$ cat src/rtl/hdaf_pkg.sv
// ----------------------------------------------------------------------------
// hdaf_pkg
// Shared types, codes and helpers of the hex/decimal ASCII formatter.
// ----------------------------------------------------------------------------
package hdaf_pkg;

  localparam int OP_W     = 2;
  localparam int VALUE_W  = 32;
  localparam int CHAR_W   = 8;
  localparam int DIGIT_W  = 4;

  // Decimal output never exceeds ten digits for a 32-bit value
  localparam int DEC_DIGITS = 10;
  localparam int DIG_W      = DEC_DIGITS * DIGIT_W;
  localparam int CNT_W      = $clog2(DEC_DIGITS + 1);

  typedef logic [OP_W-1:0]    op_t;
  typedef logic [VALUE_W-1:0] value_t;
  typedef logic [CHAR_W-1:0]  char_t;
  typedef logic [DIGIT_W-1:0] digit_t;

  localparam op_t OP_LITERAL = 2'd0;
  localparam op_t OP_HEX     = 2'd1;
  localparam op_t OP_DECIMAL = 2'd2;

  localparam char_t CHAR_ZERO  = 8'h30;
  localparam char_t CHAR_A_LOW = 8'h61;
  localparam digit_t DIGIT_TEN = 4'd10;

  function automatic char_t digit_to_ascii(input digit_t d);
    char_t c;
    if (d < DIGIT_TEN) begin
      c = CHAR_ZERO + char_t'(d);
    end else begin
      c = CHAR_A_LOW + char_t'(d - DIGIT_TEN);
    end
    return c;
  endfunction

endpackage

$ cat src/rtl/hdaf_if.sv
// ----------------------------------------------------------------------------
// hdaf_in_if / hdaf_out_if
// Valid/ready channels for format requests and for output characters.
// ----------------------------------------------------------------------------
interface hdaf_in_if;
  logic              valid;
  logic              ready;
  hdaf_pkg::op_t     operation;
  hdaf_pkg::value_t  value;

  modport source (output valid, output operation, output value, input ready);
  modport sink   (input valid, input operation, input value, output ready);
endinterface

interface hdaf_out_if;
  logic             valid;
  logic             ready;
  hdaf_pkg::char_t  character;
  logic             last;

  modport source (output valid, output character, output last, input ready);
  modport sink   (input valid, input character, input last, output ready);
endinterface

$ cat src/rtl/hex_decimal_ascii_formatter.sv
// ----------------------------------------------------------------------------
// hex_decimal_ascii_formatter
// Turns one format request into a burst of ASCII characters, last one marked.
// ----------------------------------------------------------------------------
// One request is worked on at a time; in_chan.ready is high only while the
// block is idle. A literal goes out as one character, by way of the emit
// state. A hex request walks its (VALUE_BITS+3)/4 nibbles, one per cycle
// while the output is not stalled, dropping leading zeros. A decimal request
// first runs a bit-serial binary-to-BCD shift register (one value bit a
// cycle) and then walks ten BCD digits, one per cycle while the output is
// not stalled, also dropping leading zeros. The next request is taken while
// the final character still waits in the output register. Operation code 3
// is taken and dropped without output.
module hex_decimal_ascii_formatter #(
  parameter int VALUE_BITS = 32
) (
  input  logic        clk,
  input  logic        rst_n,
  hdaf_in_if.sink     in_chan,
  hdaf_out_if.source  out_chan
);

  localparam int NIB    = (VALUE_BITS + 3) / 4;
  localparam int NIB_W  = NIB * hdaf_pkg::DIGIT_W;
  localparam int BCNT_W = $clog2(VALUE_BITS + 1);
  localparam int DW     = hdaf_pkg::DIG_W;
  localparam int CW     = hdaf_pkg::CNT_W;

  localparam logic [1:0] ST_IDLE   = 2'd0;
  localparam logic [1:0] ST_DABBLE = 2'd1;
  localparam logic [1:0] ST_EMIT   = 2'd2;

  logic [1:0]            state_r, state_nxt;
  logic [VALUE_BITS-1:0] bin_r, bin_nxt;
  logic [DW-1:0]         dig_r, dig_nxt;
  logic [DW-1:0]         dig_corr;
  logic [BCNT_W-1:0]     bit_cnt_r, bit_cnt_nxt;
  logic [CW-1:0]         cnt_r, cnt_nxt;
  logic                  started_r, started_nxt;
  logic                  lit_r, lit_nxt;
  logic                  out_valid_r, out_valid_nxt;
  hdaf_pkg::char_t       out_char_r, out_char_nxt;
  logic                  out_last_r, out_last_nxt;
  hdaf_pkg::digit_t      digit;
  logic                  skip;
  logic                  in_xfer;

  assign in_chan.ready      = (state_r == ST_IDLE);
  assign in_xfer            = in_chan.valid && in_chan.ready;
  assign out_chan.valid     = out_valid_r;
  assign out_chan.character = out_char_r;
  assign out_chan.last      = out_last_r;

  assign digit = dig_r[DW-1 -: hdaf_pkg::DIGIT_W];
  // Drop a leading zero, but never the final digit
  assign skip  = !lit_r && !started_r && (digit == '0) && (cnt_r > CW'(1));

  // Add-3 correction on every BCD digit ahead of the shift
  always_comb begin
    for (int i = 0; i < hdaf_pkg::DEC_DIGITS; i++) begin
      if (dig_r[i*hdaf_pkg::DIGIT_W +: hdaf_pkg::DIGIT_W] >= 4'd5) begin
        dig_corr[i*hdaf_pkg::DIGIT_W +: hdaf_pkg::DIGIT_W] =
          dig_r[i*hdaf_pkg::DIGIT_W +: hdaf_pkg::DIGIT_W] + 4'd3;
      end else begin
        dig_corr[i*hdaf_pkg::DIGIT_W +: hdaf_pkg::DIGIT_W] =
          dig_r[i*hdaf_pkg::DIGIT_W +: hdaf_pkg::DIGIT_W];
      end
    end
  end

  always_comb begin
    state_nxt     = state_r;
    bin_nxt       = bin_r;
    dig_nxt       = dig_r;
    bit_cnt_nxt   = bit_cnt_r;
    cnt_nxt       = cnt_r;
    started_nxt   = started_r;
    lit_nxt       = lit_r;
    out_char_nxt  = out_char_r;
    out_last_nxt  = out_last_r;
    out_valid_nxt = out_valid_r && !out_chan.ready;

    case (state_r)
      ST_IDLE: begin
        if (in_xfer) begin
          started_nxt = 1'b0;
          lit_nxt     = 1'b0;
          bin_nxt     = in_chan.value[VALUE_BITS-1:0];
          case (in_chan.operation)
            hdaf_pkg::OP_LITERAL: begin
              lit_nxt   = 1'b1;
              cnt_nxt   = CW'(1);
              state_nxt = ST_EMIT;
            end
            hdaf_pkg::OP_HEX: begin
              dig_nxt   = {NIB_W'(in_chan.value[VALUE_BITS-1:0]), {(DW-NIB_W){1'b0}}};
              cnt_nxt   = CW'(NIB);
              state_nxt = ST_EMIT;
            end
            hdaf_pkg::OP_DECIMAL: begin
              dig_nxt     = '0;
              bit_cnt_nxt = BCNT_W'(VALUE_BITS);
              state_nxt   = ST_DABBLE;
            end
            default: begin
              state_nxt = ST_IDLE;
            end
          endcase
        end
      end
      ST_DABBLE: begin
        dig_nxt     = {dig_corr[DW-2:0], bin_r[VALUE_BITS-1]};
        bin_nxt     = bin_r << 1;
        bit_cnt_nxt = bit_cnt_r - BCNT_W'(1);
        if (bit_cnt_r == BCNT_W'(1)) begin
          cnt_nxt   = CW'(hdaf_pkg::DEC_DIGITS);
          state_nxt = ST_EMIT;
        end
      end
      ST_EMIT: begin
        if (skip) begin
          dig_nxt = {dig_r[DW-hdaf_pkg::DIGIT_W-1:0], {hdaf_pkg::DIGIT_W{1'b0}}};
          cnt_nxt = cnt_r - CW'(1);
        end else if (!out_valid_r || out_chan.ready) begin
          out_valid_nxt = 1'b1;
          out_char_nxt  = lit_r ? bin_r[7:0] : hdaf_pkg::digit_to_ascii(digit);
          out_last_nxt  = (cnt_r == CW'(1));
          dig_nxt       = {dig_r[DW-hdaf_pkg::DIGIT_W-1:0], {hdaf_pkg::DIGIT_W{1'b0}}};
          cnt_nxt       = cnt_r - CW'(1);
          started_nxt   = 1'b1;
          if (cnt_r == CW'(1)) begin
            state_nxt = ST_IDLE;
          end
        end
      end
      default: begin
        state_nxt = ST_IDLE;
      end
    endcase
  end

  always_ff @(posedge clk) begin
    if (!rst_n) begin
      state_r     <= ST_IDLE;
      bit_cnt_r   <= '0;
      cnt_r       <= '0;
      started_r   <= 1'b0;
      lit_r       <= 1'b0;
      out_valid_r <= 1'b0;
    end else begin
      state_r     <= state_nxt;
      bit_cnt_r   <= bit_cnt_nxt;
      cnt_r       <= cnt_nxt;
      started_r   <= started_nxt;
      lit_r       <= lit_nxt;
      out_valid_r <= out_valid_nxt;
    end
  end

  always_ff @(posedge clk) begin
    bin_r      <= bin_nxt;
    dig_r      <= dig_nxt;
    out_char_r <= out_char_nxt;
    out_last_r <= out_last_nxt;
  end

`ifndef NO_ASSERTIONS
  a_emit_count: assert property (@(posedge clk) disable iff (!rst_n)
    (state_r == ST_EMIT) |-> (cnt_r != '0))
    else $error("emit state with no digits left");

  a_dabble_count: assert property (@(posedge clk) disable iff (!rst_n)
    (state_r == ST_DABBLE) |-> (bit_cnt_r != '0))
    else $error("conversion running with no bits left");

  a_more_pending: assert property (@(posedge clk) disable iff (!rst_n)
    (out_valid_r && !out_last_r) |-> (state_r == ST_EMIT))
    else $error("non-final character held with no burst in progress");
`endif

endmodule

$ cat src/flat_wrapper.sv
// flat-port wrapper written by rule: the top's interface ports become plain ports
module hex_decimal_ascii_formatter_flat 
#(
  parameter int VALUE_BITS = 32
)
  (clk, rst_n, in_chan_valid, in_chan_operation, in_chan_value, in_chan_ready, out_chan_valid, out_chan_character, out_chan_last, out_chan_ready);
  hdaf_in_if in_chan_i ();
  hdaf_out_if out_chan_i ();
  input  logic clk;
  input  logic rst_n;
  input wire logic [$bits(in_chan_i.valid)-1:0] in_chan_valid;
  input wire logic [$bits(in_chan_i.operation)-1:0] in_chan_operation;
  input wire logic [$bits(in_chan_i.value)-1:0] in_chan_value;
  output wire logic [$bits(in_chan_i.ready)-1:0] in_chan_ready;
  output wire logic [$bits(out_chan_i.valid)-1:0] out_chan_valid;
  output wire logic [$bits(out_chan_i.character)-1:0] out_chan_character;
  output wire logic [$bits(out_chan_i.last)-1:0] out_chan_last;
  input wire logic [$bits(out_chan_i.ready)-1:0] out_chan_ready;
  assign in_chan_i.valid = in_chan_valid;
  assign in_chan_i.operation = in_chan_operation;
  assign in_chan_i.value = in_chan_value;
  assign in_chan_ready = in_chan_i.ready;
  assign out_chan_valid = out_chan_i.valid;
  assign out_chan_character = out_chan_i.character;
  assign out_chan_last = out_chan_i.last;
  assign out_chan_i.ready = out_chan_ready;
  hex_decimal_ascii_formatter #(.VALUE_BITS(VALUE_BITS)) u_core (.clk(clk), .rst_n(rst_n), .in_chan(in_chan_i), .out_chan(out_chan_i));
endmodule
$ cat config.mk
export PLATFORM = sky130hd
export DESIGN_NAME = hex_decimal_ascii_formatter_flat
export DESIGN_NICKNAME = d
export VERILOG_FILES = /design/src/rtl/hdaf_pkg.sv /design/src/rtl/hdaf_if.sv /design/src/rtl/hex_decimal_ascii_formatter.sv /design/src/flat_wrapper.sv
export SDC_FILE = /design/constraint.sdc
export NUM_CORES = 1
export LEC_CHECK = 0
export BUFFER_PORTS_ARGS = -buffer_cell sky130_fd_sc_hd__buf_2
export CORE_MARGIN = 5
export CORE_UTILIZATION = 39
export DETAILED_ROUTE_END_ITERATION = 7
export SLEW_MARGIN = 20
export SYNTH_ARGS = -nofsm -noshare
export SYNTH_HDL_FRONTEND = slang
export SYNTH_SLANG_ARGS = --single-unit
$ cat constraint.sdc
create_clock -name clk -period 4.8 [get_ports clk]
set_input_delay 0.96 -clock clk [delete_from_list [all_inputs] [get_ports clk]]
set_output_delay 0.96 -clock clk [all_outputs]
set_load 0.02 [all_outputs]
==> run metrics, run 1 <==
count of flip-flops with a built-in enable after synthesis 81; pin count of the biggest net entering global routing 42; Register-to-Register Path Depth 7; total length of routed wires about 11,000 µm; clock tree from TritonCTS built; count of vias placed by the detailed router 3,861; Synth top area share between 40 and 50%; number of library cell types mapped by synthesis 41; site row count 43; Slew Limit Fails 0; data arrival time at the worst-slack endpoint between 2 and 3 ns; register area share after synthesis between 40% and 50%; startpoint of the worst-slack reg-to-reg timing path u_core.dig_r[36]$_DFFE_PP_; cell type contributing the most total cell area after synthesis sky130_fd_sc_hd__edfxtp_1; count of boundary I/O pins ~50; horizontal die dimension roughly 130 µm; total power per unit cell area approximately 370 nW/µm²; first-pass GRT wire length between 15,000 and 20,000 µm; largest fanout on the critical path 40; launch point of the worst hold path u_core.cnt_r[1]$_SDFFE_PN0P_; number of cells produced by synthesis 500; Mapped Area around 5500 µm²; portion of total power attributed to sequential cells around half; Peak VDD IR 0.144 mV; maximum clock skew at final layout 0.0151 ns; Overflow after GRT 0; insertion delay to the later sink of the worst-skew pair ~0.35 ns; number of setup violations in the final report 0; Worst setup EP type register; cts-stage hold buffer count 0; top achievable clock speed 0.382 GHz; H-tree depth 3; remaining number of nets flagged by the antenna check after routing 0; final routed wire length divided by cell count about 15 µm; final total power 2.30 mW; worst min-delay path endpoint u_core.cnt_r[1]$_SDFFE_PN0P_; Post-CTS Repair Setup Buffers 0; outcome finished clean; cell-internal power roughly 1.6 mW; Avg Synthesized Cell Area about 11 µm²; Worst-Margin Slew 0.966 ns; worst r2r dst u_core.dig_r[12]$_DFFE_PP_; post-layout min period around 2.6 ns; Met2 Wirelength 5140 µm; sw power ~0.7 mW; Tcrit/Tclk final a little over half; iteration-0 DRC count of the detailed router ~250; clock transition at the registers of the reported paths 0.07 ns; CTS Root Cell sky130_fd_sc_hd__clkbuf_16; PortBufs 48; Tot GR Track Use 13.9%; routed length on met1 5450 µm; FF-to-FF setup slack between 2 and 2.5 ns; WP data required between 4 and 5 ns; vias in the first global route between 3,000 and 4,000; Resize count post-CTS 0; share of final-layout standard cells stronger than drive strength 1 between 10% and 20%; detailed placement HPWL a little under 8000 µm; cell depth of the worst hold path 2; number of antenna violations at the first check in global routing 0; switching power share of the total 30.0%; Area growth syn-to-layout 13.0%; highest routed metal layer met4; synthesis warning total 0; Final Hold Fails 0; unrepaired setup endpoints after global routing false; clock tree sinks 96; Total Die Area between 15,000 and 20,000 µm²; flops & latches, synth 96; post-synthesis net count roughly 570; number of buffers on the longest clock path 2; placeable core region between 10,000 and 15,000 µm²; diode insertion count for antenna repair 0; worst slew slack as a fraction of its limit approximately 36%; WS Path Type reg -> reg; post-synthesis async set-or-reset flop share 0%; top_reg_cell synth sky130_fd_sc_hd__edfxtp_1; Filler Cell Count about 1,300; max-cap viol count 0; total length of routed met3 wires between 400 and 500 µm; Hold Path Class reg -> reg; most common cell after layout, fill and taps aside sky130_fd_sc_hd__edfxtp_1; initial cell density of the core about two fifths; top library cells by usage in the layout, fill and taps aside sky130_fd_sc_hd__edfxtp_1, sky130_fd_sc_hd__buf_2, sky130_fd_sc_hd__o21ai_1; final RePlAce weighted congestion ~0.8; ranking of synthesized cells by area sky130_fd_sc_hd__edfxtp_1, sky130_fd_sc_hd__ha_1, sky130_fd_sc_hd__mux2_1; setup TNS 0 ns; NumNets Final around 600; Worst Setup Start Kind register; Clk pwr share ~30%; routed vias/inst between 5 and 6; Leak Pwr between 2 and 2.5 nW; portion of total power attributed to combinational logic between 20% and 30%; number of CTS-inserted buffers 9; height of the die 128 µm; first-pass detailed-route iteration total 4; remaining routing DRC violations 0
-- cells by family after synthesis --
| family | after synthesis | synth area share (%) |
|---|---|---|
| XOR/XNOR | 21 | 3.36 |
| buffers and inverters | 51 | 3.50 |
| AO/OA/AOI/OAI | 142 | 15.5 |
| flip-flops | 96 | 50.0 |
| adder cells (fa/ha/maj) | 36 | 8.24 |
| AND/OR/NAND/NOR | 116 | 11.7 |
| multiplexers | 38 | 7.76 |
-- final cells by class --
| type | instances | area [µm²] | share of cell area [%] |
|---|---|---|---|
| flip-flops and latches | 96 | 2730 | 44.2 |
| multi-input cells | 353 | 2560 | 41.4 |
| well taps | 180 | 225 | 3.64 |
| clock buffers | 11 | 233 | 3.77 |
| inverters | 30 | 113 | 1.82 |
| clock inverters | 5 | 38.8 | 0.628 |
| repair buffers | 53 | 278 | 4.49 |
-- routing by layer --
metal / vias up / global-route usage [%]
met5: - / 0
met4: 0 / 4.81
met3: 9 / 3.20
met2: 72 / 21.7
met1: 1856 / 19.1
li1: 1924 / -
-- metrics by stage --
step	cells	instance area [µm²]	util, %	hold WS [ns]	setup slack (ns)
floorplan	500	5470	-	0.450	0.851
global placement	712	5910	42.7	0.465	2.24
detailed placement	712	5910	42.7	0.473	2.18
CTS	728	6180	44.7	0.480	2.16
global route	728	6180	44.7	0.531	2.06
finish	728	6180	44.7	0.481	2.18
-- power by group through the flow --
stage | Sequential, mW | Combinational, mW | Clock [mW]
after floorplan | 1.12 | 0.374 | 0
after global placement | 1.13 | 0.494 | 0
after detailed placement | 1.13 | 0.505 | 0
after CTS | 1.12 | 0.508 | 0.703
after global routing | 1.13 | 0.566 | 0.742
final | 1.12 | 0.501 | 0.679
-- worst max path at each step --
stage | startpoint | endpoint | slack, ns | cells after the start
6_report | u_core.dig_r[36]$_DFFE_PP_ | u_core.dig_r[12]$_DFFE_PP_ | 2.18 | 7
5_1_grt | u_core.state_r[1]$_SDFFE_PN0P_ | u_core.bit_cnt_r[4]$_SDFFE_PN0P_ | 2.06 | 7
3_5_place_dp | u_core.dig_r[37]$_DFFE_PP_ | u_core.dig_r[24]$_DFFE_PP_ | 2.18 | 7
4_1_cts | u_core.dig_r[36]$_DFFE_PP_ | u_core.dig_r[1]$_DFFE_PP_ | 2.16 | 7
2_1_floorplan | u_core.dig_r[36]$_DFFE_PP_ | u_core.dig_r[0]$_DFFE_PP_ | 0.85 | 6
3_3_place_gp | u_core.dig_r[36]$_DFFE_PP_ | u_core.dig_r[21]$_DFFE_PP_ | 2.24 | 7
-- registers in the layout, summed over array words and instances (netlist names) --
name and cells:
u_core.started_r 1, u_core.dig_r 40, u_core.out_chan.last 1, u_core.out_chan.character 8, u_core.bin_r 32, u_core.lit_r 1, u_core.out_chan.valid 1, u_core.state_r 2
u_core.bit_cnt_r 6, u_core.cnt_r 4
-- cells in the mapped netlist (2+ instances only) --
cell	count
sky130_fd_sc_hd__nor3_1	2
sky130_fd_sc_hd__o22ai_1	2
sky130_fd_sc_hd__dfxtp_1	15
sky130_fd_sc_hd__a21oi_1	43
sky130_fd_sc_hd__xnor2_1	14
sky130_fd_sc_hd__nand4b_1	2
sky130_fd_sc_hd__nand2_1	24
sky130_fd_sc_hd__nand2b_1	19
sky130_fd_sc_hd__edfxtp_1	81
sky130_fd_sc_hd__o21ai_0	11
sky130_fd_sc_hd__mux2i_1	3
sky130_fd_sc_hd__nor3b_1	20
sky130_fd_sc_hd__xor2_1	7
sky130_fd_sc_hd__nor2_1	23
sky130_fd_sc_hd__nor2b_1	4
sky130_fd_sc_hd__nor4_1	2
sky130_fd_sc_hd__clkbuf_1	20
sky130_fd_sc_hd__nand3_1	10
sky130_fd_sc_hd__ha_1	36
sky130_fd_sc_hd__a22oi_1	31
sky130_fd_sc_hd__mux2_2	3
sky130_fd_sc_hd__mux2_1	32
sky130_fd_sc_hd__inv_1	30
sky130_fd_sc_hd__a21boi_1	3
sky130_fd_sc_hd__and2_1	3
sky130_fd_sc_hd__o21ai_1	45
-- worst max-delay path: stages, from the launching register on --
cell and delay, ns:
sky130_fd_sc_hd__edfxtp_1 0.47, sky130_fd_sc_hd__inv_1 0.15, sky130_fd_sc_hd__ha_1 0.15, sky130_fd_sc_hd__or4b_4 0.47, sky130_fd_sc_hd__a211oi_4 0.31, sky130_fd_sc_hd__nor2_1 0.12
sky130_fd_sc_hd__a21oi_4 0.11, sky130_fd_sc_hd__buf_4 0.43
No activity file was read; power rests on OpenSTA's default activity.
==> run 2, diff against run 1 <==
==> constraint.sdc (replaced) <==
create_clock -name clk -period 2.17 [get_ports clk]
set_input_delay 0.434 -clock clk [delete_from_list [all_inputs] [get_ports clk]]
set_output_delay 0.434 -clock clk [all_outputs]
set_load 0.02 [all_outputs]
==> run 2 against run 1 <==
Sequential share of layout area shrank 1.1 points; critical path depth is the same; worst setup slack worse by 2.1 ns; first-iteration DRC count decreased by 20%; global-route usage is 0.92 points higher; register-to-register slack got worse by 2.1 ns; routed wire length rose by 6.6%; largest cell class unchanged; largest power group unchanged.
==> run metrics, run 2 (synthesis results as in run 1) <==
outcome finished clean; data arrival time at the worst-slack endpoint between 2 and 2.5 ns; top achievable clock speed about 0.48 GHz; Total Die Area 16,500 µm²; diode insertion count for antenna repair 0; first-pass detailed-route iteration total 5; total placed cells including tap cells 722; total length of routed wires 12,000 µm; H-tree depth 3; NumNets Final approximately 630; max FFs per register 40; worst slew slack as a fraction of its limit roughly 47%; Placement Setup Slack ~0.022 ns; Peak VDD IR 0.359 mV; height of the die between 100 and 150 µm; remaining routing DRC violations 0; vias in the first global route between 3,000 and 4,000; fin cells 739; number of antenna violations at the first check in global routing 0; number of buffers on the longest clock path 2; FF-to-FF setup slack 0.08 ns; clock tree from TritonCTS built; least setup slack across all paths after layout roughly 0.079 ns; Worst setup EP type register; max-cap viol count 0; Tot GR Track Use 14.8%; iteration-0 DRC count of the detailed router 203; CTS Root Cell sky130_fd_sc_hd__clkbuf_16; count of vias placed by the detailed router just under 4,000; maximum clock skew at final layout roughly 0.008 ns; clock tree sinks between 90 and 100; count of boundary I/O pins around 50; routed vias/inst around 5.4; Overflow after GRT 0; final RePlAce weighted congestion about 0.80; Tcrit/Tclk final 96.4%; Final Hold Fails 0; Register-to-Register Path Depth 7; setup TNS 0 ns; WP data required roughly 2.2 ns; final total power 5.24 mW; Slew Limit Fails 0; WS Path Type reg -> reg; top library cells by usage in the layout, fill and taps aside sky130_fd_sc_hd__edfxtp_1, sky130_fd_sc_hd__buf_2, sky130_fd_sc_hd__o21ai_1; share of final-layout standard cells stronger than drive strength 1 between 10% and 20%; post-layout min period 2.09 ns; first-pass GRT wire length 19,500 µm; worst r2r dst u_core.dig_r[3]$_DFFE_PP_; remaining number of nets flagged by the antenna check after routing 0; Worst-Margin Slew roughly 0.79 ns; startpoint of the worst-slack reg-to-reg timing path u_core.dig_r[36]$_DFFE_PP_; total power per unit cell area approximately 830 nW/µm²; final hold slack 0.381 ns; unrepaired setup endpoints after global routing true; placeable core region 13,800 µm²; largest fanout on the critical path 31; final routed wire length divided by cell count about 16 µm; insertion delay to the later sink of the worst-skew pair ~0.35 ns; pin count of the biggest net entering global routing 36; first element of the critical path u_core.dig_r[36]$_DFFE_PP_; number of CTS-inserted buffers 9; Worst setup endpoint u_core.dig_r[3]$_DFFE_PP_; Area growth syn-to-layout 16.1%; initial cell density of the core between 30% and 40%; Worst Setup Start Kind register; clock transition at the registers of the reported paths about 0.07 ns; number of setup violations in the final report 0; register with the most flip-flops u_core.dig_r; PortBufs 48; horizontal die dimension between 100 and 150 µm; most common cell after layout, fill and taps aside sky130_fd_sc_hd__edfxtp_1; site row count 43; detailed placement HPWL roughly 8600 µm; Hold Path Class in -> reg; Leak Pwr roughly 2.3 nW
[run 2: cell count changes in the layout (fill, tap and decap cells not counted), moves of 2 or more]
cell                     previous run  this run
sky130_fd_sc_hd__buf_4              5        13
sky130_fd_sc_hd__buf_12             0         4
sky130_fd_sc_hd__inv_2              0         2
sky130_fd_sc_hd__inv_1             30        28
sky130_fd_sc_hd__inv_6              3         1
[run 2: worst min-delay path by stage]
stage,startpoint,to,slack (ns),cells past startpoint
floorplan,u_core.cnt_r[1]$_SDFFE_PN0P_,u_core.cnt_r[1]$_SDFFE_PN0P_,0.45,2
global placement,u_core.cnt_r[1]$_SDFFE_PN0P_,u_core.cnt_r[1]$_SDFFE_PN0P_,0.47,2
detailed placement,u_core.cnt_r[1]$_SDFFE_PN0P_,u_core.cnt_r[1]$_SDFFE_PN0P_,0.47,2
CTS,in_chan_value[17],u_core.bin_r[17]$_DFFE_PP_,0.37,2
global route,in_chan_value[24],u_core.bin_r[24]$_DFFE_PP_,0.38,2
finish,in_chan_value[17],u_core.bin_r[17]$_DFFE_PP_,0.38,2
[run 2: area by class of cell]
cell class                 count  area, µm²
clock buffer                  10        229
clock inverter                 5       57.6
fill                        1289       7480
inverter                      30        113
multi-input combinational    353       2570
sequential                    96       2730
tap                          180        225
timing repair buffer          65        418
[run 2: metrics by stage]
step	cell area (µm²)	utilization [%]
after floorplan	5490	-
after global placement	6040	43.7
after detailed placement	6040	43.7
after CTS	6330	45.8
after global routing	6350	45.9
final	6350	45.9
[run 2: repair_timing]
item | in CTS | in global routing
setup endpoints to repair | 0 | 59
hold buffers | 0 | 0
buffers inserted | 0 | 2
gates resized for setup | 0 | 2
[run 2: worst max-delay path, cell delays in order, from the launching register on]
cell                       delay [ns]
sky130_fd_sc_hd__edfxtp_1        0.42
sky130_fd_sc_hd__inv_2           0.08
sky130_fd_sc_hd__ha_1            0.13
sky130_fd_sc_hd__or4b_4          0.46
sky130_fd_sc_hd__a211oi_4        0.22
sky130_fd_sc_hd__nor2_2          0.08
sky130_fd_sc_hd__a21oi_4         0.16
sky130_fd_sc_hd__buf_12          0.22
[run 2: power by group]
group	internal, mW	leakage [nW]	total, mW	switching (mW)
Sequential	2.30	0.896	2.47	0.164
Clock	0.890	0.143	1.58	0.694
Combinational	0.513	1.29	1.19	0.680
Total	3.71	2.33	5.24	1.54
[run 2: layer usage]
layer | up-vias | track usage (%) | routed length (µm)
li1 | 1944 | - | -
met1 | 1907 | 19.5 | 5490
met2 | 111 | 23.9 | 5530
met3 | 13 | 3.57 | 695
met4 | 0 | 5.56 | 238
met5 | - | 0 | 0
==> run 3, diff against run 2 <==
--- a/config.mk
+++ b/config.mk
@@ -6,8 +6,10 @@
 export NUM_CORES = 1
 export LEC_CHECK = 0
 export BUFFER_PORTS_ARGS = -buffer_cell sky130_fd_sc_hd__buf_2
+export CAP_MARGIN = 40
 export CORE_MARGIN = 5
 export CORE_UTILIZATION = 39
+export CTS_CLUSTER_SIZE = 14
 export DETAILED_ROUTE_END_ITERATION = 7
 export SLEW_MARGIN = 20
 export SYNTH_ARGS = -nofsm -noshare
==> constraint.sdc (replaced) <==
create_clock -name clk -period 1.88 [get_ports clk]
set_input_delay 0.376 -clock clk [delete_from_list [all_inputs] [get_ports clk]]
set_output_delay 0.376 -clock clk [all_outputs]
set_load 0.02 [all_outputs]
==> run 3 against run 2 <==
Critical endpoint is now u_core.dig_r[29]$_DFFE_PP_; via count is 1.4% higher; largest cell class unchanged; sequential share of layout area down 1.3 points; global-route usage down 0.099 points; cell count grew 1.6%; worst setup slack lost 0.25 ns; clock skew down 0.0021 ns; sequential power up 15%; utilization is 1.4 points higher; cell area rose by 3.1%; power grew 20%; the flow now finishes with violations (setup timing).
==> run metrics, run 3 (synthesis results as in run 1) <==
outcome finished, violations left; failing checks setup timing; critical path, cell by cell inv_2, ha_1, or4b_4, a211oi_4, nor2_2, a21oi_4, buf_4; first-pass detailed-route iteration total 4; placeable core region roughly 14,000 µm²; multi-input gate area in the final layout 2650 µm²; Leak Pwr ~2.4 nW; height of the die around 130 µm; Placement Setup Slack -0.177 ns; Slew Limit Fails 0; clock transition at the registers of the reported paths 0.07 ns; maximum clock skew at final layout approximately 0.0060 ns; iteration-0 DRC count of the detailed router between 200 and 250; clock tree sinks 96; CTS Root Cell sky130_fd_sc_hd__clkbuf_16; Total Die Area approximately 16,000 µm²; launch point of the worst hold path in_chan_value[25]; Worst path max stage delay roughly 0.47 ns; count of boundary I/O pins slightly below 50; final routed wire length divided by cell count 15.8 µm; insertion delay to the later sink of the worst-skew pair 0.34 ns; largest fanout on the critical path 13; clock tree from TritonCTS built; number of CTS-inserted buffers 9; remaining routing DRC violations 0; unrepaired setup endpoints after global routing true; PortBufs 48; H-tree depth 3; final hold slack approximately 0.34 ns; Worst-Margin Slew 0.588 ns; register with the most flip-flops u_core.dig_r; worst slew slack as a fraction of its limit about three fifths; Worst setup EP type register; post-layout min period 2.05 ns; Hold Path Class in -> reg; Storage cell area 2730 µm²; worst r2r dst u_core.dig_r[29]$_DFFE_PP_; Tot GR Track Use between 10 and 15%; Area growth syn-to-layout 19.7%; most common cell after layout, fill and taps aside sky130_fd_sc_hd__edfxtp_1; detailed placement HPWL around 8600 µm; number of setup violations in the final report 56; max FFs per register 40; Filler Cell Count around 1,300; Peak VDD IR between 0.4 and 0.5 mV; data arrival time at the worst-slack endpoint between 2 and 2.5 ns; Tcrit/Tclk final 109%; slowest cell on the critical path sky130_fd_sc_hd__or4b_4; setup TNS -7.04 ns; least setup slack across all paths after layout -0.171 ns; post-route cell area 6540 µm²; max-cap viol count 0; vias in the first global route 3,985; cts-stage hold buffer count 0; remaining number of nets flagged by the antenna check after routing 0; number of antenna violations at the first check in global routing 0; startpoint of the worst-slack reg-to-reg timing path u_core.dig_r[36]$_DFFE_PP_; NumNets Final 640; top achievable clock speed 0.488 GHz; WP data required about 1.9 ns; routed vias/inst between 5 and 6; site row count 43; pin count of the biggest net entering global routing 36; number of buffers on the longest clock path 2; cell depth of the worst hold path 2; total length of routed wires roughly 12,000 µm; Overflow after GRT 0; count of vias placed by the detailed router 4,031; initial cell density of the core approximately 40%; Util after Layout between 40% and 50%; Final Hold Fails 0; Register-to-Register Path Depth 7; top library cells by usage in the layout, fill and taps aside sky130_fd_sc_hd__edfxtp_1, sky130_fd_sc_hd__buf_2, sky130_fd_sc_hd__o21ai_1; Worst Setup Start Kind register; total power per unit cell area approximately 960 nW/µm²; share of final-layout standard cells stronger than drive strength 1 20.5%; horizontal die dimension between 100 and 150 µm; final RePlAce weighted congestion roughly 0.83; worst min-delay path endpoint u_core.bin_r[25]$_DFFE_PP_; first-pass GRT wire length slightly below 20,000 µm; area post-placement approximately 6100 µm²; FF-to-FF setup slack -0.17 ns; diode insertion count for antenna repair 0; WS Path Type reg -> reg
==> run 3: cell count changes in the layout (fill, tap and decap cells not counted), moves of 2 or more <==
cell                       delta
sky130_fd_sc_hd__buf_4        +8
sky130_fd_sc_hd__buf_6        +3
sky130_fd_sc_hd__ha_1         -3
sky130_fd_sc_hd__ha_4         +2
sky130_fd_sc_hd__nand2b_1     -2
sky130_fd_sc_hd__nand2b_4     +2
sky130_fd_sc_hd__nand3_1      -3
sky130_fd_sc_hd__nand3_2      +3
==> run 3: critical path: cells and delay by family, from the launching register on <==
family                     cells  cell delay, ns
AOI/OAI and AO/OA              2            0.35
adders and majority gates      1            0.13
buffers and inverters          2            0.31
DFF                            1            0.41
and+or+nand+nor                2            0.54
==> run 3: report_power, final <==
group	switching [mW]	internal [mW]	total [mW]	leakage, nW
clock	0.778	1.16	1.94	0.156
sequential	0.188	2.66	2.85	0.896
combinational	0.821	0.662	1.48	1.36
==> run 3: cell type report <==
type / count / area share, %
inverters: 30 / 1.72
flip-flops and latches: 96 / 41.8
multi-input cells: 353 / 40.5
clock inverters: 6 / 1.28
repair buffers: 76 / 7.82
well taps: 180 / 3.44
clock buffers: 10 / 3.50
==> run 3: repair_timing <==
item / CTS / global route
setup endpoints to repair: 55 / 85
resized for setup: 10 / 5
pin swaps: 1 / 1
setup buffers: 3 / 0
==> run 3: worst max-delay path by stage <==
stage                                from                    endpoint  slack, ns  depth (start not counted)
2_1_floorplan  u_core.dig_r[36]$_DFFE_PP_   u_core.dig_r[0]$_DFFE_PP_      -0.66                          6
4_1_cts        u_core.dig_r[36]$_DFFE_PP_  u_core.dig_r[29]$_DFFE_PP_      -0.18                          7
3_3_place_gp   u_core.dig_r[36]$_DFFE_PP_  u_core.dig_r[27]$_DFFE_PP_      -0.14                          7
6_report       u_core.dig_r[36]$_DFFE_PP_  u_core.dig_r[29]$_DFFE_PP_      -0.17                          7
5_1_grt        u_core.dig_r[37]$_DFFE_PP_  u_core.dig_r[32]$_DFFE_PP_      -0.26                          7
3_5_place_dp   u_core.dig_r[36]$_DFFE_PP_  u_core.dig_r[30]$_DFFE_PP_      -0.18                          7
==> run 3: through the flow <==
step	cells	power (mW)
floorplan	500	3.83
global placement	732	4.27
global route	751	6.63
detailed placement	732	4.32
finish	751	6.27
CTS	751	6.33
==> run 3: layer usage <==
| metal | GRT usage [%] | vias up | part of all wire, % |
|---|---|---|---|
| met5 | 0 | - | 0 |
| met4 | 4.31 | 0 | 1.1 |
| met3 | 2.57 | 12 | 4.4 |
| met2 | 25.4 | 90 | 48 |
| met1 | 19.1 | 1960 | 46 |
| li1 | - | 1969 | - |
